--- src/sv/cleb_pkg.sv ---
// cleb_pkg: shared constants, codes and types of the line edit buffer
// no dependencies; imported by cleb_cell and cursor_line_edit_buffer_unit
package cleb_pkg;

    localparam int LINE_MAX = 64;
    localparam int IDX_W    = $clog2(LINE_MAX);
    localparam int CNT_W    = $clog2(LINE_MAX + 1);
    localparam int CHAR_W   = 8;
    localparam int CFG_IDX_W = 2;

    // reset values of the control codes
    localparam logic [CHAR_W-1:0] HOME_RST   = 8'd45;
    localparam logic [CHAR_W-1:0] END_RST    = 8'd43;
    localparam logic [CHAR_W-1:0] RIGHT_RST  = 8'd42;
    localparam logic [CHAR_W-1:0] DELETE_RST = 8'd51;

    // configuration register indexes
    typedef enum logic [CFG_IDX_W-1:0] {
        REG_HOME   = 2'd0,
        REG_END    = 2'd1,
        REG_RIGHT  = 2'd2,
        REG_DELETE = 2'd3
    } cfg_reg_t;

    // operation broadcast to every cell of the chain
    typedef enum logic [1:0] {
        CELL_HOLD   = 2'd0,
        CELL_INSERT = 2'd1,
        CELL_DELETE = 2'd2,
        CELL_SHIFT  = 2'd3
    } cell_op_t;

    typedef struct packed {
        cell_op_t           op;
        logic [CNT_W-1:0]   cursor;
        logic [CHAR_W-1:0]  key;
    } cell_ctrl_t;

    typedef enum logic {
        FSM_IDLE  = 1'b0,
        FSM_FLUSH = 1'b1
    } fsm_state_t;

endpackage

--- src/sv/cursor_line_edit_buffer_unit.sv ---
// cursor_line_edit_buffer_unit: line editor with cursor over a chain of character cells
// depends on cleb_pkg and cleb_cell
// key transactions: one per cycle while idle, no result; edits finish in the cycle they are taken
// flush transaction: line_length output transactions (one for an empty line), one per cycle
// as the output is taken, shifted out of cell 0; input stalls until the flush is done
// reset: codes return to '-', '+', '*', '3'; length, cursor and output valid clear;
// cell contents are left as they are
module cursor_line_edit_buffer_unit (
    input  logic                          clk,
    input  logic                          rst_n,
    // input stream
    input  logic                          s_tvalid,
    output logic                          s_tready,
    input  logic [cleb_pkg::CHAR_W-1:0]   s_tdata,   // [7:0] key_char
    input  logic                          s_tuser,   // [0] command
    // output stream
    output logic                          m_tvalid,
    input  logic                          m_tready,
    output logic [cleb_pkg::CHAR_W-1:0]   m_tdata,   // [7:0] out_char
    output logic                          m_tlast,
    output logic                          m_tuser,   // [0] empty_line
    // configuration writes
    input  logic                          cfg_valid,
    output logic                          cfg_ready,
    input  logic [cleb_pkg::CFG_IDX_W-1:0] cfg_index,
    input  logic [cleb_pkg::CHAR_W-1:0]   cfg_data
);
    import cleb_pkg::*;

    logic [CHAR_W-1:0] home_code_reg, end_code_reg, right_code_reg, delete_code_reg;
    logic [CNT_W-1:0]  length_reg, length_next;
    logic [CNT_W-1:0]  cursor_reg, cursor_next;
    logic [CNT_W-1:0]  rem_reg, rem_next;
    fsm_state_t        state_reg, state_next;
    logic              out_valid_reg, out_valid_next;
    logic [CHAR_W-1:0] out_char_reg, out_char_next;
    logic              out_last_reg, out_last_next;
    logic              out_empty_reg, out_empty_next;
    logic              in_fire;
    logic              out_free;
    cell_ctrl_t        ctrl;
    logic [CHAR_W-1:0] cell_data [LINE_MAX];

    assign cfg_ready = 1'b1;
    assign m_tvalid  = out_valid_reg;
    assign m_tdata   = out_char_reg;
    assign m_tlast   = out_last_reg;
    assign m_tuser   = out_empty_reg;
    assign in_fire   = s_tvalid && s_tready;
    assign out_free  = !out_valid_reg || m_tready;

    // configuration registers
    always_ff @(posedge clk or negedge rst_n)
    begin
        if (!rst_n)
        begin
            home_code_reg   <= HOME_RST;
            end_code_reg    <= END_RST;
            right_code_reg  <= RIGHT_RST;
            delete_code_reg <= DELETE_RST;
        end
        else if (cfg_valid && cfg_ready)
        begin
            case (cfg_reg_t'(cfg_index))
                REG_HOME:   home_code_reg   <= cfg_data;
                REG_END:    end_code_reg    <= cfg_data;
                REG_RIGHT:  right_code_reg  <= cfg_data;
                REG_DELETE: delete_code_reg <= cfg_data;
                default:    home_code_reg   <= home_code_reg;
            endcase
        end
    end

    // next state
    always_comb
    begin
        state_next = state_reg;
        case (state_reg)
            FSM_IDLE:
            begin
                if (s_tvalid && s_tuser)
                begin
                    state_next = FSM_FLUSH;
                end
            end
            FSM_FLUSH:
            begin
                if (out_free && rem_reg <= CNT_W'(1))
                begin
                    state_next = FSM_IDLE;
                end
            end
            default:
            begin
                state_next = FSM_IDLE;
            end
        endcase
    end

    // outputs: key decode, chain control, flush emission
    always_comb
    begin
        s_tready       = 1'b0;
        length_next    = length_reg;
        cursor_next    = cursor_reg;
        rem_next       = rem_reg;
        ctrl.op        = CELL_HOLD;
        ctrl.cursor    = cursor_reg;
        ctrl.key       = s_tdata;
        out_valid_next = out_valid_reg && !m_tready;
        out_char_next  = out_char_reg;
        out_last_next  = out_last_reg;
        out_empty_next = out_empty_reg;
        case (state_reg)
            FSM_IDLE:
            begin
                s_tready = 1'b1;
                if (in_fire && s_tuser)
                begin
                    rem_next    = length_reg;
                    length_next = '0;
                    cursor_next = '0;
                end
                else if (in_fire)
                begin
                    if (s_tdata == home_code_reg)
                    begin
                        cursor_next = '0;
                    end
                    else if (s_tdata == end_code_reg)
                    begin
                        cursor_next = length_reg;
                    end
                    else if (s_tdata == right_code_reg)
                    begin
                        if (cursor_reg < length_reg)
                        begin
                            cursor_next = cursor_reg + CNT_W'(1);
                        end
                    end
                    else if (s_tdata == delete_code_reg)
                    begin
                        if (cursor_reg < length_reg)
                        begin
                            ctrl.op     = CELL_DELETE;
                            length_next = length_reg - CNT_W'(1);
                        end
                    end
                    else if (length_reg < CNT_W'(LINE_MAX))
                    begin
                        ctrl.op     = CELL_INSERT;
                        length_next = length_reg + CNT_W'(1);
                        cursor_next = cursor_reg + CNT_W'(1);
                    end
                end
            end
            FSM_FLUSH:
            begin
                if (out_free)
                begin
                    out_valid_next = 1'b1;
                    if (rem_reg == '0)
                    begin
                        out_char_next  = '0;
                        out_last_next  = 1'b1;
                        out_empty_next = 1'b1;
                    end
                    else
                    begin
                        ctrl.op        = CELL_SHIFT;
                        out_char_next  = cell_data[0];
                        out_last_next  = (rem_reg == CNT_W'(1));
                        out_empty_next = 1'b0;
                        rem_next       = rem_reg - CNT_W'(1);
                    end
                end
            end
            default:
            begin
                s_tready = 1'b0;
            end
        endcase
    end

    // control registers
    always_ff @(posedge clk or negedge rst_n)
    begin
        if (!rst_n)
        begin
            state_reg     <= FSM_IDLE;
            length_reg    <= '0;
            cursor_reg    <= '0;
            rem_reg       <= '0;
            out_valid_reg <= 1'b0;
        end
        else
        begin
            state_reg     <= state_next;
            length_reg    <= length_next;
            cursor_reg    <= cursor_next;
            rem_reg       <= rem_next;
            out_valid_reg <= out_valid_next;
        end
    end

    // output payload
    always_ff @(posedge clk)
    begin
        out_char_reg  <= out_char_next;
        out_last_reg  <= out_last_next;
        out_empty_reg <= out_empty_next;
    end

    // chain of character cells, cell 0 at line start
    for (genvar i = 0; i < LINE_MAX; i++)
    begin : g_cell
        logic [CHAR_W-1:0] left_d;
        logic [CHAR_W-1:0] right_d;
        if (i == 0)
        begin : g_first
            assign left_d = s_tdata;
        end
        else
        begin : g_mid_l
            assign left_d = cell_data[i-1];
        end
        if (i == LINE_MAX - 1)
        begin : g_last
            assign right_d = '0;
        end
        else
        begin : g_mid_r
            assign right_d = cell_data[i+1];
        end
        cleb_cell u_cell (
            .clk        (clk),
            .ctrl       (ctrl),
            .idx        (IDX_W'(i)),
            .left_data  (left_d),
            .right_data (right_d),
            .data       (cell_data[i])
        );
    end

endmodule

--- src/sv/cleb_cell.sv ---
// cleb_cell: one character slot of the line chain
// depends on cleb_pkg for the control struct and widths
module cleb_cell (
    input  logic                     clk,
    input  cleb_pkg::cell_ctrl_t     ctrl,
    input  logic [cleb_pkg::IDX_W-1:0]  idx,
    input  logic [cleb_pkg::CHAR_W-1:0] left_data,
    input  logic [cleb_pkg::CHAR_W-1:0] right_data,
    output logic [cleb_pkg::CHAR_W-1:0] data
);
    import cleb_pkg::*;

    logic [CHAR_W-1:0] data_reg;
    logic [CHAR_W-1:0] data_next;
    logic [CNT_W-1:0]  pos;

    assign pos  = CNT_W'(idx);
    assign data = data_reg;

    // pick the new content from the key or a neighbor
    always_comb
    begin
        data_next = data_reg;
        case (ctrl.op)
            CELL_INSERT:
            begin
                if (pos == ctrl.cursor)
                begin
                    data_next = ctrl.key;
                end
                else if (pos > ctrl.cursor)
                begin
                    data_next = left_data;
                end
            end
            CELL_DELETE:
            begin
                if (pos >= ctrl.cursor)
                begin
                    data_next = right_data;
                end
            end
            CELL_SHIFT:
            begin
                data_next = right_data;
            end
            default:
            begin
                data_next = data_reg;
            end
        endcase
    end

    // character storage
    always_ff @(posedge clk)
    begin
        data_reg <= data_next;
    end

endmodule
--- config.mk ---
export PLATFORM = sky130hd
export DESIGN_NAME = cursor_line_edit_buffer_unit
export DESIGN_NICKNAME = d
export VERILOG_FILES = /design/src/sv/cleb_pkg.sv /design/src/sv/cursor_line_edit_buffer_unit.sv /design/src/sv/cleb_cell.sv
export SDC_FILE = /design/constraint.sdc
export NUM_CORES = 1
export LEC_CHECK = 0
export ABC_AREA = 1
export ABC_CLOCK_PERIOD_IN_PS = 3900
export BUFFER_PORTS_ARGS = -buffer_cell sky130_fd_sc_hd__buf_2
export CORE_MARGIN = 2
export CORE_UTILIZATION = 45
export DETAILED_ROUTE_END_ITERATION = 10
export PLACE_DENSITY = 0.6
export SYNTH_ARGS = -nofsm -noshare
export SYNTH_HDL_FRONTEND = slang
export SYNTH_SLANG_ARGS = --single-unit
--- constraint.sdc ---
create_clock -name clk -period 3.9 [get_ports clk]
set_input_delay 0.39 -clock clk [delete_from_list [all_inputs] [get_ports clk]]
set_output_delay 0.39 -clock clk [all_outputs]
set_load 0.1 [all_outputs]
==> Word level (Yosys, flattened, before mapping) <==
Cells that the tools add are included.
{ "word_totals": {"output_inout_bits": 13, "ff_bits": 577, "wordCells": 804} }
{ "op_classes": {"reduce_logical": 87, "n_mux": 294, "n_lt_le_gt_ge": 131, "n_eq_ne": 211, "bitwise": 1, "addsub": 4} }
{ "op_table": {"columns": ["op", "n"], "rows": [
  ["$mux W8", 192],
  ["$pmux W8 S3", 64],
  ["$eq A6 B7 Y1 const A", 32],
  ["$ge A6 B7 Y1 const A", 32],
  ["$gt A6 B7 Y1 const A", 32],
  ["$reduce_and A3 Y1", 65],
  ["$ne A3 B1 Y1 const B", 64],
  ["$mux W7", 19],
  ["$ne A2 B1 Y1 const B", 65],
  ["$eq A5 B7 Y1 const A", 16],
  ["$ge A5 B7 Y1 const A", 16],
  ["$gt A5 B7 Y1 const A", 16],
  ["$eq A4 B7 Y1 const A", 8],
  ["$ge A4 B7 Y1 const A", 8],
  ["$gt A4 B7 Y1 const A", 8],
  ["$eq A8 B8 Y1", 4],
  ["$eq A3 B7 Y1 const A", 4],
  ["$ge A3 B7 Y1 const A", 4],
  ["$gt A3 B7 Y1 const A", 4],
  ["$mux W2", 9],
  ["$add A7 B1 Y7 const B", 2],
  ["$eq A2 B7 Y1 const A", 2],
  ["$ge A1 B7 Y1 const A", 2],
  ["$ge A2 B7 Y1 const A", 2],
  ["other kinds (30)", 58]
]} }

==> Longest topological paths before layout <==
Gate-level depths: netlist of run 1.
{ "depth": {"ltp_word": 12, "mapped_depth": 18} }

==> Cells and area by module <==
Synthesis of run 1 repeated with hierarchy kept, for this count alone.
{ "unflattened": {"cells_unflattened": 6471, "hier_area_um2": 47854.6} }
{ "modules_own_cells": {"columns": ["mod", "seq_area_each_um2", "area_per_inst_um2", "n_inst", "cells_each"], "rows": [
  ["cleb_cell (g_cell[0].u_cell ...)", 240.2, 684.4, 48, 93],
  ["cleb_cell (g_cell[53].u_cell ...)", 240.2, 689.4, 16, 93],
  ["cursor_line_edit_buffer_unit", 1695.4, 3972.6, 1, 519]
]} }

==> Least setup slack after synthesis of run 1 <==
Ideal clock, no wire load.
{ "synth_timing": {"path_kind": "reg-to-reg", "from": "reg state_reg", "to": "reg g_cell[1].u_cell.data_reg[0] (enable)", "setup_slack_ns": 0.320, "n_path_buf": 3, "setup_time_ns": 0.375, "synth_period_minus_slack_ns": 3.580, "t_arrival_ns": 3.204, "stages_incl_launch_ff": 10, "path_cell_list": "dfrtp_1 clkinv_1 nor2_1 nand2_1 inv_2 nor2_8 buf_6 buf_6 buf_6 a21oi_1"} }
{ "synth_via": {"elab_chain_cells": 8, "elab_cells_between_ends": 14, "cone_classes": "5 x eq/ne; 4 x mux; 1 x bitwise; 4 x reduce/logical"} }
{ "synth_rtl": {"columns": ["item", "line", "source"], "rows": [
  ["from (decl)", "cursor_line_edit_buffer_unit.sv:34", "fsm_state_t state_reg, state_next;"],
  ["from (signal assigned)", "cursor_line_edit_buffer_unit.sv:198", "state_reg <= state_next;"],
  ["$mux W1 *", "cursor_line_edit_buffer_unit.sv:114", "case (state_reg)"],
  ["named net s_tready", "cursor_line_edit_buffer_unit.sv:13", "output logic s_tready,"],
  ["$logic_and A1 B1 Y1 *", "cursor_line_edit_buffer_unit.sv:49", "assign in_fire = s_tvalid && s_tready;"],
  ["$mux W2 / $logic_and A1 B1 Y1 (equally long branches)", "cursor_line_edit_buffer_unit.sv:124, cursor_line_edit_buffer_unit.sv:118", null],
  ["$mux W2 *", "cursor_line_edit_buffer_unit.sv:118", "if (in_fire && s_tuser)"],
  ["$pmux W2 S2 *", "cursor_line_edit_buffer_unit.sv:114", null],
  ["$eq A2 B1 Y1 / $eq A2 B2 Y1 (equally long branches)", "cleb_cell.sv:24", "case (ctrl.op)"],
  ["$ne A3 B1 Y1 (no source line), or another cell as far along", null, null],
  ["$reduce_and A3 Y1 (no source line) *", null, null],
  ["to (signal assigned)", "cleb_cell.sv:57", "data_reg <= data_next;"],
  ["to (decl)", "cleb_cell.sv:13", "logic [CHAR_W-1:0] data_reg;"]
]} }
The timed path passes the listed nets; every way through them passes the cells marked *.
A chain may end at the register's enable or synchronous reset.

==> Final worst setup path of run 1 <==
{ "layout_timing": {"from": "reg cursor_reg[5]", "to": "reg g_cell[61].u_cell.data_reg[3] (enable)"} }
{ "layout_via": {"elab_chain_cells": 12, "elab_cells_between_ends": 19, "cone_classes": "3 x order compare; 6 x eq/ne; 8 x mux; 2 x reduce/logical"} }
{ "layout_rtl": {"columns": ["item", "line", "source"], "rows": [
  ["from (decl)", "cursor_line_edit_buffer_unit.sv:32", "logic [CNT_W-1:0] cursor_reg, cursor_next;"],
  ["from (signal assigned)", "cursor_line_edit_buffer_unit.sv:200", "cursor_reg <= cursor_next;"],
  ["$lt A7 B7 Y1", "cursor_line_edit_buffer_unit.sv:143", "if (cursor_reg < length_reg)"],
  ["$mux W2", "cursor_line_edit_buffer_unit.sv:143", null],
  ["$mux W2", "cursor_line_edit_buffer_unit.sv:141", "else if (s_tdata == delete_code_reg)"],
  ["$mux W2", "cursor_line_edit_buffer_unit.sv:134", "else if (s_tdata == right_code_reg)"],
  ["$mux W2", "cursor_line_edit_buffer_unit.sv:130", "else if (s_tdata == end_code_reg)"],
  ["$mux W2", "cursor_line_edit_buffer_unit.sv:126", "if (s_tdata == home_code_reg)"],
  ["$mux W2", "cursor_line_edit_buffer_unit.sv:124", "else if (in_fire)"],
  ["$mux W2", "cursor_line_edit_buffer_unit.sv:118", null],
  ["$pmux W2 S2", "cursor_line_edit_buffer_unit.sv:114", null],
  ["$eq A2 B1 Y1 / $eq A2 B2 Y1 (equally long branches)", "cleb_cell.sv:24", null],
  ["$ne A3 B1 Y1 (no source line), or another cell as far along", null, null],
  ["$reduce_and A3 Y1 (no source line) *", null, null],
  ["to (signal assigned)", "cleb_cell.sv:57", null],
  ["to (decl)", "cleb_cell.sv:13", null]
]} }
Every way passes the cells marked *; elsewhere a longest branch is shown, timed or not.

==> impl_metrics.env, run 1 <==
export IMPL_critPathRequiredTime_ns=4.11
export IMPL_core_rowCount=97
export IMPL_largest_register_ffs=512
export IMPL_drt_total_wl_mm=96.1
export IMPL_synthesis_area_sq_um=32100
export IMPL_cts_made_buffers=68
export IMPL_reg2reg_to="g_cell[61].u_cell.data[3]"
export IMPL_dieArea_sq_um=73500
export IMPL_port_buffers=35
export IMPL_drc=0
export IMPL_setup_viol=0
export IMPL_min_to="home_code_reg[2]"
export IMPL_hpwl_mm=65.4
export IMPL_dr_pass1_iters=6
export IMPL_synth_area_top_cells="edfxtp_1 49%, nand2_1 13%, o21ai_0 8.1%"
export IMPL_p_int_mw=19.1
export IMPL_placement_cell_area_sq_um=33200
export IMPL_syn_inst=3764
export IMPL_synth_seq_cells=577
export IMPL_tns_ns=0
export IMPL_critPathMaxFanout=14
export IMPL_yosysUniqueCellTypes=36
export IMPL_slew_viol_final=0
export IMPL_clk_pin_slew_ns=0.06
export IMPL_ff2ff_setup_slack_ns=0.46
export IMPL_fmax_mhz=291
export IMPL_num_vias=26848
export IMPL_cts_tree="built"
export IMPL_slowest_stage="a21oi_1"
export IMPL_cts_sinks=577
export IMPL_p_clk_share_pct=20.3
export IMPL_htreeDepth=3
export IMPL_fin_util_pct=50.4
export IMPL_seq_area_frac_synth_pct=53.2
export IMPL_die_w_microns=271
export IMPL_drv_cap=0
export IMPL_wl_per_cell_microns=20.3
export IMPL_synth_common_cells="1121 x nand2_1, 522 x edfxtp_1, 521 x o21ai_0"
export IMPL_switching_power_mw=12.2
export IMPL_critPathCaptureType="flip-flop"
export IMPL_power_density_nw_per_um2=882
export IMPL_ir_drop_v=0.000586
export IMPL_io_pins=37
export IMPL_synth_top_area_share_pct=48.8
export IMPL_track_usage_pct=25.9
export IMPL_r2r_worst_path_cells=15
export IMPL_p_leak_nw=14.3
export IMPL_grt_overflow=0
export IMPL_clock_path_buffers=3
export IMPL_clk_latency_ns=0.61
export IMPL_cp_cell_sequence="ha_1 > nand2_1 > inv_1 > nand2_1 > nand2_1 > inv_1 > nand2_1 > inv_1 > nand2_1 > nor2_1 > nand2_1 > nand3_1 > nand2_2 > buf_4 > a21oi_1"
export IMPL_cts_hold_buf=2
export IMPL_grt_pass1_wl_mm=149
export IMPL_antenna_cells=0
export IMPL_rr_startpoint="cursor_reg[5]"
export IMPL_yosys_warnings=0
export IMPL_arrival_ns=3.65
export IMPL_finalInstanceArea_sq_um=35400
export IMPL_fin_worst_skew_ns=0.0243
export IMPL_fillers=6685
export IMPL_sw_frac_of_total_pct=39.0
export IMPL_status="finished, final reports clean"
export IMPL_drive_above_1_share_pct=10.1
export IMPL_synth_edf_count=522
export IMPL_final_hold_viol_count=0
export IMPL_die_h_microns=271
export IMPL_nets=3791
export IMPL_whs_path_depth=3
export IMPL_min_from="cfg_data[2]"
export IMPL_antenna_left=0
export IMPL_synth_ff_type="edfxtp_1"
export IMPL_start_util_pct=45.7
export IMPL_sequentialPowerShare_pct=42.6
export IMPL_coreArea_sq_um=70300
export IMPL_synth_async_reset_ratio_pct=9.53
export IMPL_synth_area_leader_cell="edfxtp_1"
export IMPL_rsz0062_at_grt="no"
export IMPL_grt_max_degree=239
export IMPL_area_growth_pct=10.3
export IMPL_drt_iter0_markers=2805
export IMPL_cts_setup_buffers=0
export IMPL_layout_min_cycle_time_ns=3.44
export IMPL_grt_pass1_vias=25868
export IMPL_synth_fp_nets=3807
export IMPL_start_kind="flip-flop"
export IMPL_via_per_inst=5.66
export IMPL_syn_area_per_cell_sq_um=8.53
export IMPL_hold_path_class="primary input to flip-flop"
export IMPL_place_gp_congestion=0.902
export IMPL_worstSetupPathType="flip-flop to flip-flop"
export IMPL_synth_most_common_cell="nand2_1"
export IMPL_tightestPinTransition_ns=1.11
export IMPL_clockRootBuffer="clkbuf_16"
export IMPL_post_route_period_util_pct=88.2
export IMPL_p_comb_share_pct=37.1
export IMPL_max_slew_margin_rel_pct=25.7
export IMPL_antenna_found_initial=1
export IMPL_ctsResizeCount=0
export IMPL_crit_top_cell="nand2_1"
export IMPL_cp_slowest_stage_delay_ns=0.73
worst max-delay path: cells and delay by family, from the launching register on:
kind,cells,cell delay [ns]
buffers and inverters,4,0.43
AOI/OAI and AO/OA,1,0.73
and+or+nand+nor,9,0.95
adders and majority gates,1,0.31
DFF,1,0.58
worst max-delay path by stage:
| stage | from | endpoint | slack, ns | cells after the start |
|---|---|---|---|---|
| floorplan | state_reg | g_cell[1].u_cell.data[0] | 0.32 | 9 |
| global placement | cursor_reg[5] | g_cell[61].u_cell.data[3] | 0.56 | 15 |
| detailed placement | cursor_reg[5] | g_cell[7].u_cell.data[1] | 0.51 | 15 |
| CTS | cursor_reg[5] | g_cell[60].u_cell.data[4] | 0.45 | 15 |
| global route | cursor_reg[5] | g_cell[61].u_cell.data[3] | 0.22 | 15 |
| finish | cursor_reg[5] | g_cell[61].u_cell.data[3] | 0.46 | 15 |
per-layer routing:
layer  track usage (%)  routed length [microns]
met2              40.7                    43400
met1              36.1                    42600
met5                 0                        0
met3              4.32                     6670
met4              9.51                     3460
cell usage in the layout, fill, tap and decap left out, types with 15 or more instances in the layout:
master,instances
nand2_1,1121
edfxtp_1,522
o21ai_0,521
nor2_1,343
inv_1,301
a31oi_1,163
nand3_1,136
buf_4,127
o211ai_1,114
clkbuf_16,70
a31oi_2,61
a21oi_1,53
dfrtp_1,40
buf_2,34
ha_1,18
nor2_2,17
clkbuf_1,17
xnor2_1,16
clkinv_1,16
dfstp_2,15
per-stage QoR:
step | worst slack [ns] | std cells | hold slack (ns) | total power [mW]
3_3_place_gp | 0.560 | 4616 | 0.491 | 24.5
6_report | 0.462 | 4740 | 0.0669 | 31.2
4_1_cts | 0.445 | 4740 | 0.0470 | 31.2
2_1_floorplan | 0.320 | 3764 | 0.0944 | 21.3
5_1_grt | 0.223 | 4740 | 0.0788 | 33.3
3_5_place_dp | 0.506 | 4616 | 0.492 | 24.8
layout make-up:
cell class              instances  area [sq um]  area share (%)
flip-flops and latches        577         17100            48.2
well taps                     940          1180            3.32
inverters                     321          1200            3.40
clock inverters                30           292           0.824
repair buffers                167          1220            3.46
multi-input cells            2613         12500            35.4
clock buffers                  92          1880            5.32
cell families after synthesis:
family	synth area share, %
and+or+nand+nor	20.3
AOI/OAI and AO/OA	17.4
DFF	53.2
buffers and inverters	7.79
xor gates and xnor gates	0.546
adders and majority gates	0.764
other	0.0117
power groups by stage:
stage	clock network [mW]	logic [mW]	registers (mW)
after floorplan	0	8.30	13.0
after global placement	0	11.2	13.3
after detailed placement	0	11.4	13.3
after CTS	6.44	11.5	13.3
after global routing	6.67	13.0	13.7
final	6.36	11.6	13.3
Note: power is estimated with default switching activity, not from simulation.
==> run 2, diff against run 1 <==
--- a/config.mk
+++ b/config.mk
@@ -6,12 +6,12 @@
 export NUM_CORES = 1
 export LEC_CHECK = 0
 export ABC_AREA = 1
-export ABC_CLOCK_PERIOD_IN_PS = 3900
+export ABC_CLOCK_PERIOD_IN_PS = 3100
 export BUFFER_PORTS_ARGS = -buffer_cell sky130_fd_sc_hd__buf_2
 export CORE_MARGIN = 2
 export CORE_UTILIZATION = 45
 export DETAILED_ROUTE_END_ITERATION = 10
-export PLACE_DENSITY = 0.6
+export PLACE_DENSITY = 0.62
 export SYNTH_ARGS = -nofsm -noshare
 export SYNTH_HDL_FRONTEND = slang
 export SYNTH_SLANG_ARGS = --single-unit
==> constraint.sdc (replaced) <==
create_clock -name clk -period 3.1 [get_ports clk]
set_input_delay 0.31 -clock clk [delete_from_list [all_inputs] [get_ports clk]]
set_output_delay 0.31 -clock clk [all_outputs]
set_load 0.1 [all_outputs]
==> run 2 against run 1 <==
Net effect:
- global-route usage shrank 0.70 points
- sequential power grew 25%
- total power grew 27%
- first-iteration DRC count shrank 7.6%
- hold slack lost 0.021 ns
- critical path depth is the same
- register-to-register slack lost 0.24 ns
- die area is the same
- utilization grew 0.87 points
- cell count grew 1.3%
- worst setup slack lost 0.24 ns
- largest cell class unchanged
- highest routed layer unchanged
==> impl_metrics.env, run 2 (synthesis results as in run 1) <==
export IMPL_status="finished, final reports clean"
export IMPL_grt_pass1_wl_mm=146
export IMPL_coreArea_sq_um=70300
export IMPL_sw_frac_of_total_pct=38.6
export IMPL_clock_path_buffers=3
export IMPL_layout_common_cells="1121 x nand2_1, 522 x edfxtp_1, 521 x o21ai_0, 342 x nor2_1, 301 x inv_1"
export IMPL_cts_made_buffers=68
export IMPL_cts_setup_buffers=0
export IMPL_nets=3852
export IMPL_htreeDepth=3
export IMPL_hpwl_mm=64.3
export IMPL_clk_latency_ns=0.62
export IMPL_final_hold_viol_count=0
export IMPL_cts_sinks=577
export IMPL_ir_drop_v=0.000789
export IMPL_sequentialPowerShare_pct=42.0
export IMPL_highest_layer="met4"
export IMPL_clockRootBuffer="clkbuf_16"
export IMPL_antenna_found_initial=1
export IMPL_place_gp_congestion=0.937
export IMPL_area_growth_pct=12.2
export IMPL_grt_max_degree=148
export IMPL_hold_path_class="primary input to flip-flop"
export IMPL_critPathCaptureType="flip-flop"
export IMPL_max_slew_margin_rel_pct=41.9
export IMPL_route_met3_wl_mm=6.65
export IMPL_crit_top_cell="inv_1"
export IMPL_dr_pass1_iters=5
export IMPL_crit_buf_inv=8
export IMPL_worstSetupPathType="flip-flop to flip-flop"
export IMPL_wl_met1_mm=42.3
export IMPL_p_comb_share_pct=38.5
export IMPL_clk_pin_slew_ns=0.06
export IMPL_grt_overflow=0
export IMPL_p_int_mw=24.3
export IMPL_critPathRequiredTime_ns=3.55
export IMPL_fmax_mhz=347
export IMPL_die_w_microns=271
export IMPL_fillers=6608
export IMPL_drc=0
export IMPL_holdWs_ns=0.0463
export IMPL_p_clk_share_pct=19.5
export IMPL_setup_viol=0
export IMPL_rsz0062_at_grt="yes"
export IMPL_core_rowCount=97
export IMPL_multi_input_area_sq_um=12600
export IMPL_power_density_nw_per_um2=1100
export IMPL_cts_tree="built"
export IMPL_fin_worst_skew_ns=0.0308
export IMPL_arrival_ns=3.33
export IMPL_regArea_sq_um=17100
export IMPL_crit_family="buffers and inverters"
export IMPL_critPathMaxFanout=77
export IMPL_num_vias=26789
export IMPL_port_buffers=35
export IMPL_cp_cell_sequence="inv_1 > ha_1 > inv_1 > nor2_1 > inv_1 > nor2_4 > inv_2 > nand2_1 > inv_2 > nor2_8 > buf_4 > buf_12 > buf_16 > nor2_1 > a31oi_1"
export IMPL_slew_viol_final=0
export IMPL_drt_total_wl_mm=93.6
export IMPL_tns_ns=0
export IMPL_slowest_stage="dfrtp_1"
export IMPL_via_per_inst=5.58
export IMPL_cp_slowest_stage_delay_ns=0.40
export IMPL_layout_min_cycle_time_ns=2.88
export IMPL_io_pins=37
export IMPL_die_h_microns=271
export IMPL_drive_above_1_share_pct=11.2
export IMPL_drv_cap=0
export IMPL_switching_power_mw=15.3
export IMPL_largest_register_ffs=512
export IMPL_dieArea_sq_um=73500
export IMPL_wl_per_cell_microns=19.5
export IMPL_antenna_left=0
export IMPL_post_route_period_util_pct=93.0
export IMPL_route_met2_wl_mm=42.0
export IMPL_grt_pass1_vias=25532
export IMPL_tightestPinTransition_ns=0.865
export IMPL_start_kind="flip-flop"
export IMPL_drt_iter0_markers=2591
export IMPL_start_util_pct=45.7
export IMPL_p_leak_nw=14.7
export IMPL_track_usage_pct=25.2
export IMPL_final_common_cell="nand2_1"
==> run 2: cell types whose count changed in the layout (fill, tap and decap cells not counted), sizes merged <==
cell / before / now
clkinvlp: 1 / 0
dlygate4sd3: 2 / 9
diode: 0 / 1
clkinv: 26 / 33
buf: 165 / 218
clkbuf: 92 / 87
bufinv: 5 / 4
==> run 2: worst paths after layout <==
path                                 start                        end  slack (ns)  cells after the start
setup / recovery                rem_reg[0]  g_cell[17].u_cell.data[7]        0.22                     15
hold / removal                 cfg_data[6]            end_code_reg[6]        0.05                      3
setup reg to reg                rem_reg[0]  g_cell[17].u_cell.data[7]        0.22                     15
hold reg to reg            end_code_reg[3]            end_code_reg[3]        0.50                      2
max in group asynchronous            rst_n           home_code_reg[2]        2.12                      3
min in group asynchronous            rst_n          right_code_reg[0]        0.26                      2
==> run 2: area by class of cell <==
class | instances | area share, %
repair buffers | 228 | 5.30
inverters | 321 | 3.35
multi-input cells | 2613 | 34.9
well taps | 940 | 3.27
diodes | 1 | 0.00695
clock inverters | 35 | 0.785
flip-flops and latches | 577 | 47.4
clock buffers | 86 | 5.03
==> run 2: per-stage QoR <==
stage	cell area (sq um)	power, mW	cells	utilization [%]	worst slack (ns)
4_1_cts	36000	39.6	4799	51.2	0.187
6_report	36000	39.6	4801	51.2	0.218
3_5_place_dp	33800	31.7	4669	48.1	0.228
2_1_floorplan	32100	26.9	3764	-	0.158
3_3_place_gp	33800	31.4	4669	48.1	0.310
5_1_grt	36000	42.3	4800	51.2	-0.00155
==> run 2: power groups by stage <==
stage          combinational [mW]  clock, mW  sequential (mW)
3_5_place_dp                 15.0          0             16.7
5_1_grt                      17.1       8.11             17.1
4_1_cts                      15.1       7.85             16.6
2_1_floorplan                10.4          0             16.4
6_report                     15.2       7.73             16.6
3_3_place_gp                 14.7          0             16.7
==> run 2: per-layer routing <==
metal	up-vias	global-route usage (%)
li1	12907	-
met1	12814	35.9
met2	917	39.5
met3	151	3.95
met4	0	8.00
met5	-	0
==> run 2: timing repair <==
action,4_1_cts,5_1_grt
hold endpoints to repair,46,0
gates resized for setup,0,2
setup endpoints to repair,0,44
hold buffers,9,0
==> run 2: tightest hold or removal path, stage by stage <==
cell and delay (ns):
buf_2 0.08, inv_1 0.08, o21ai_0 0.16
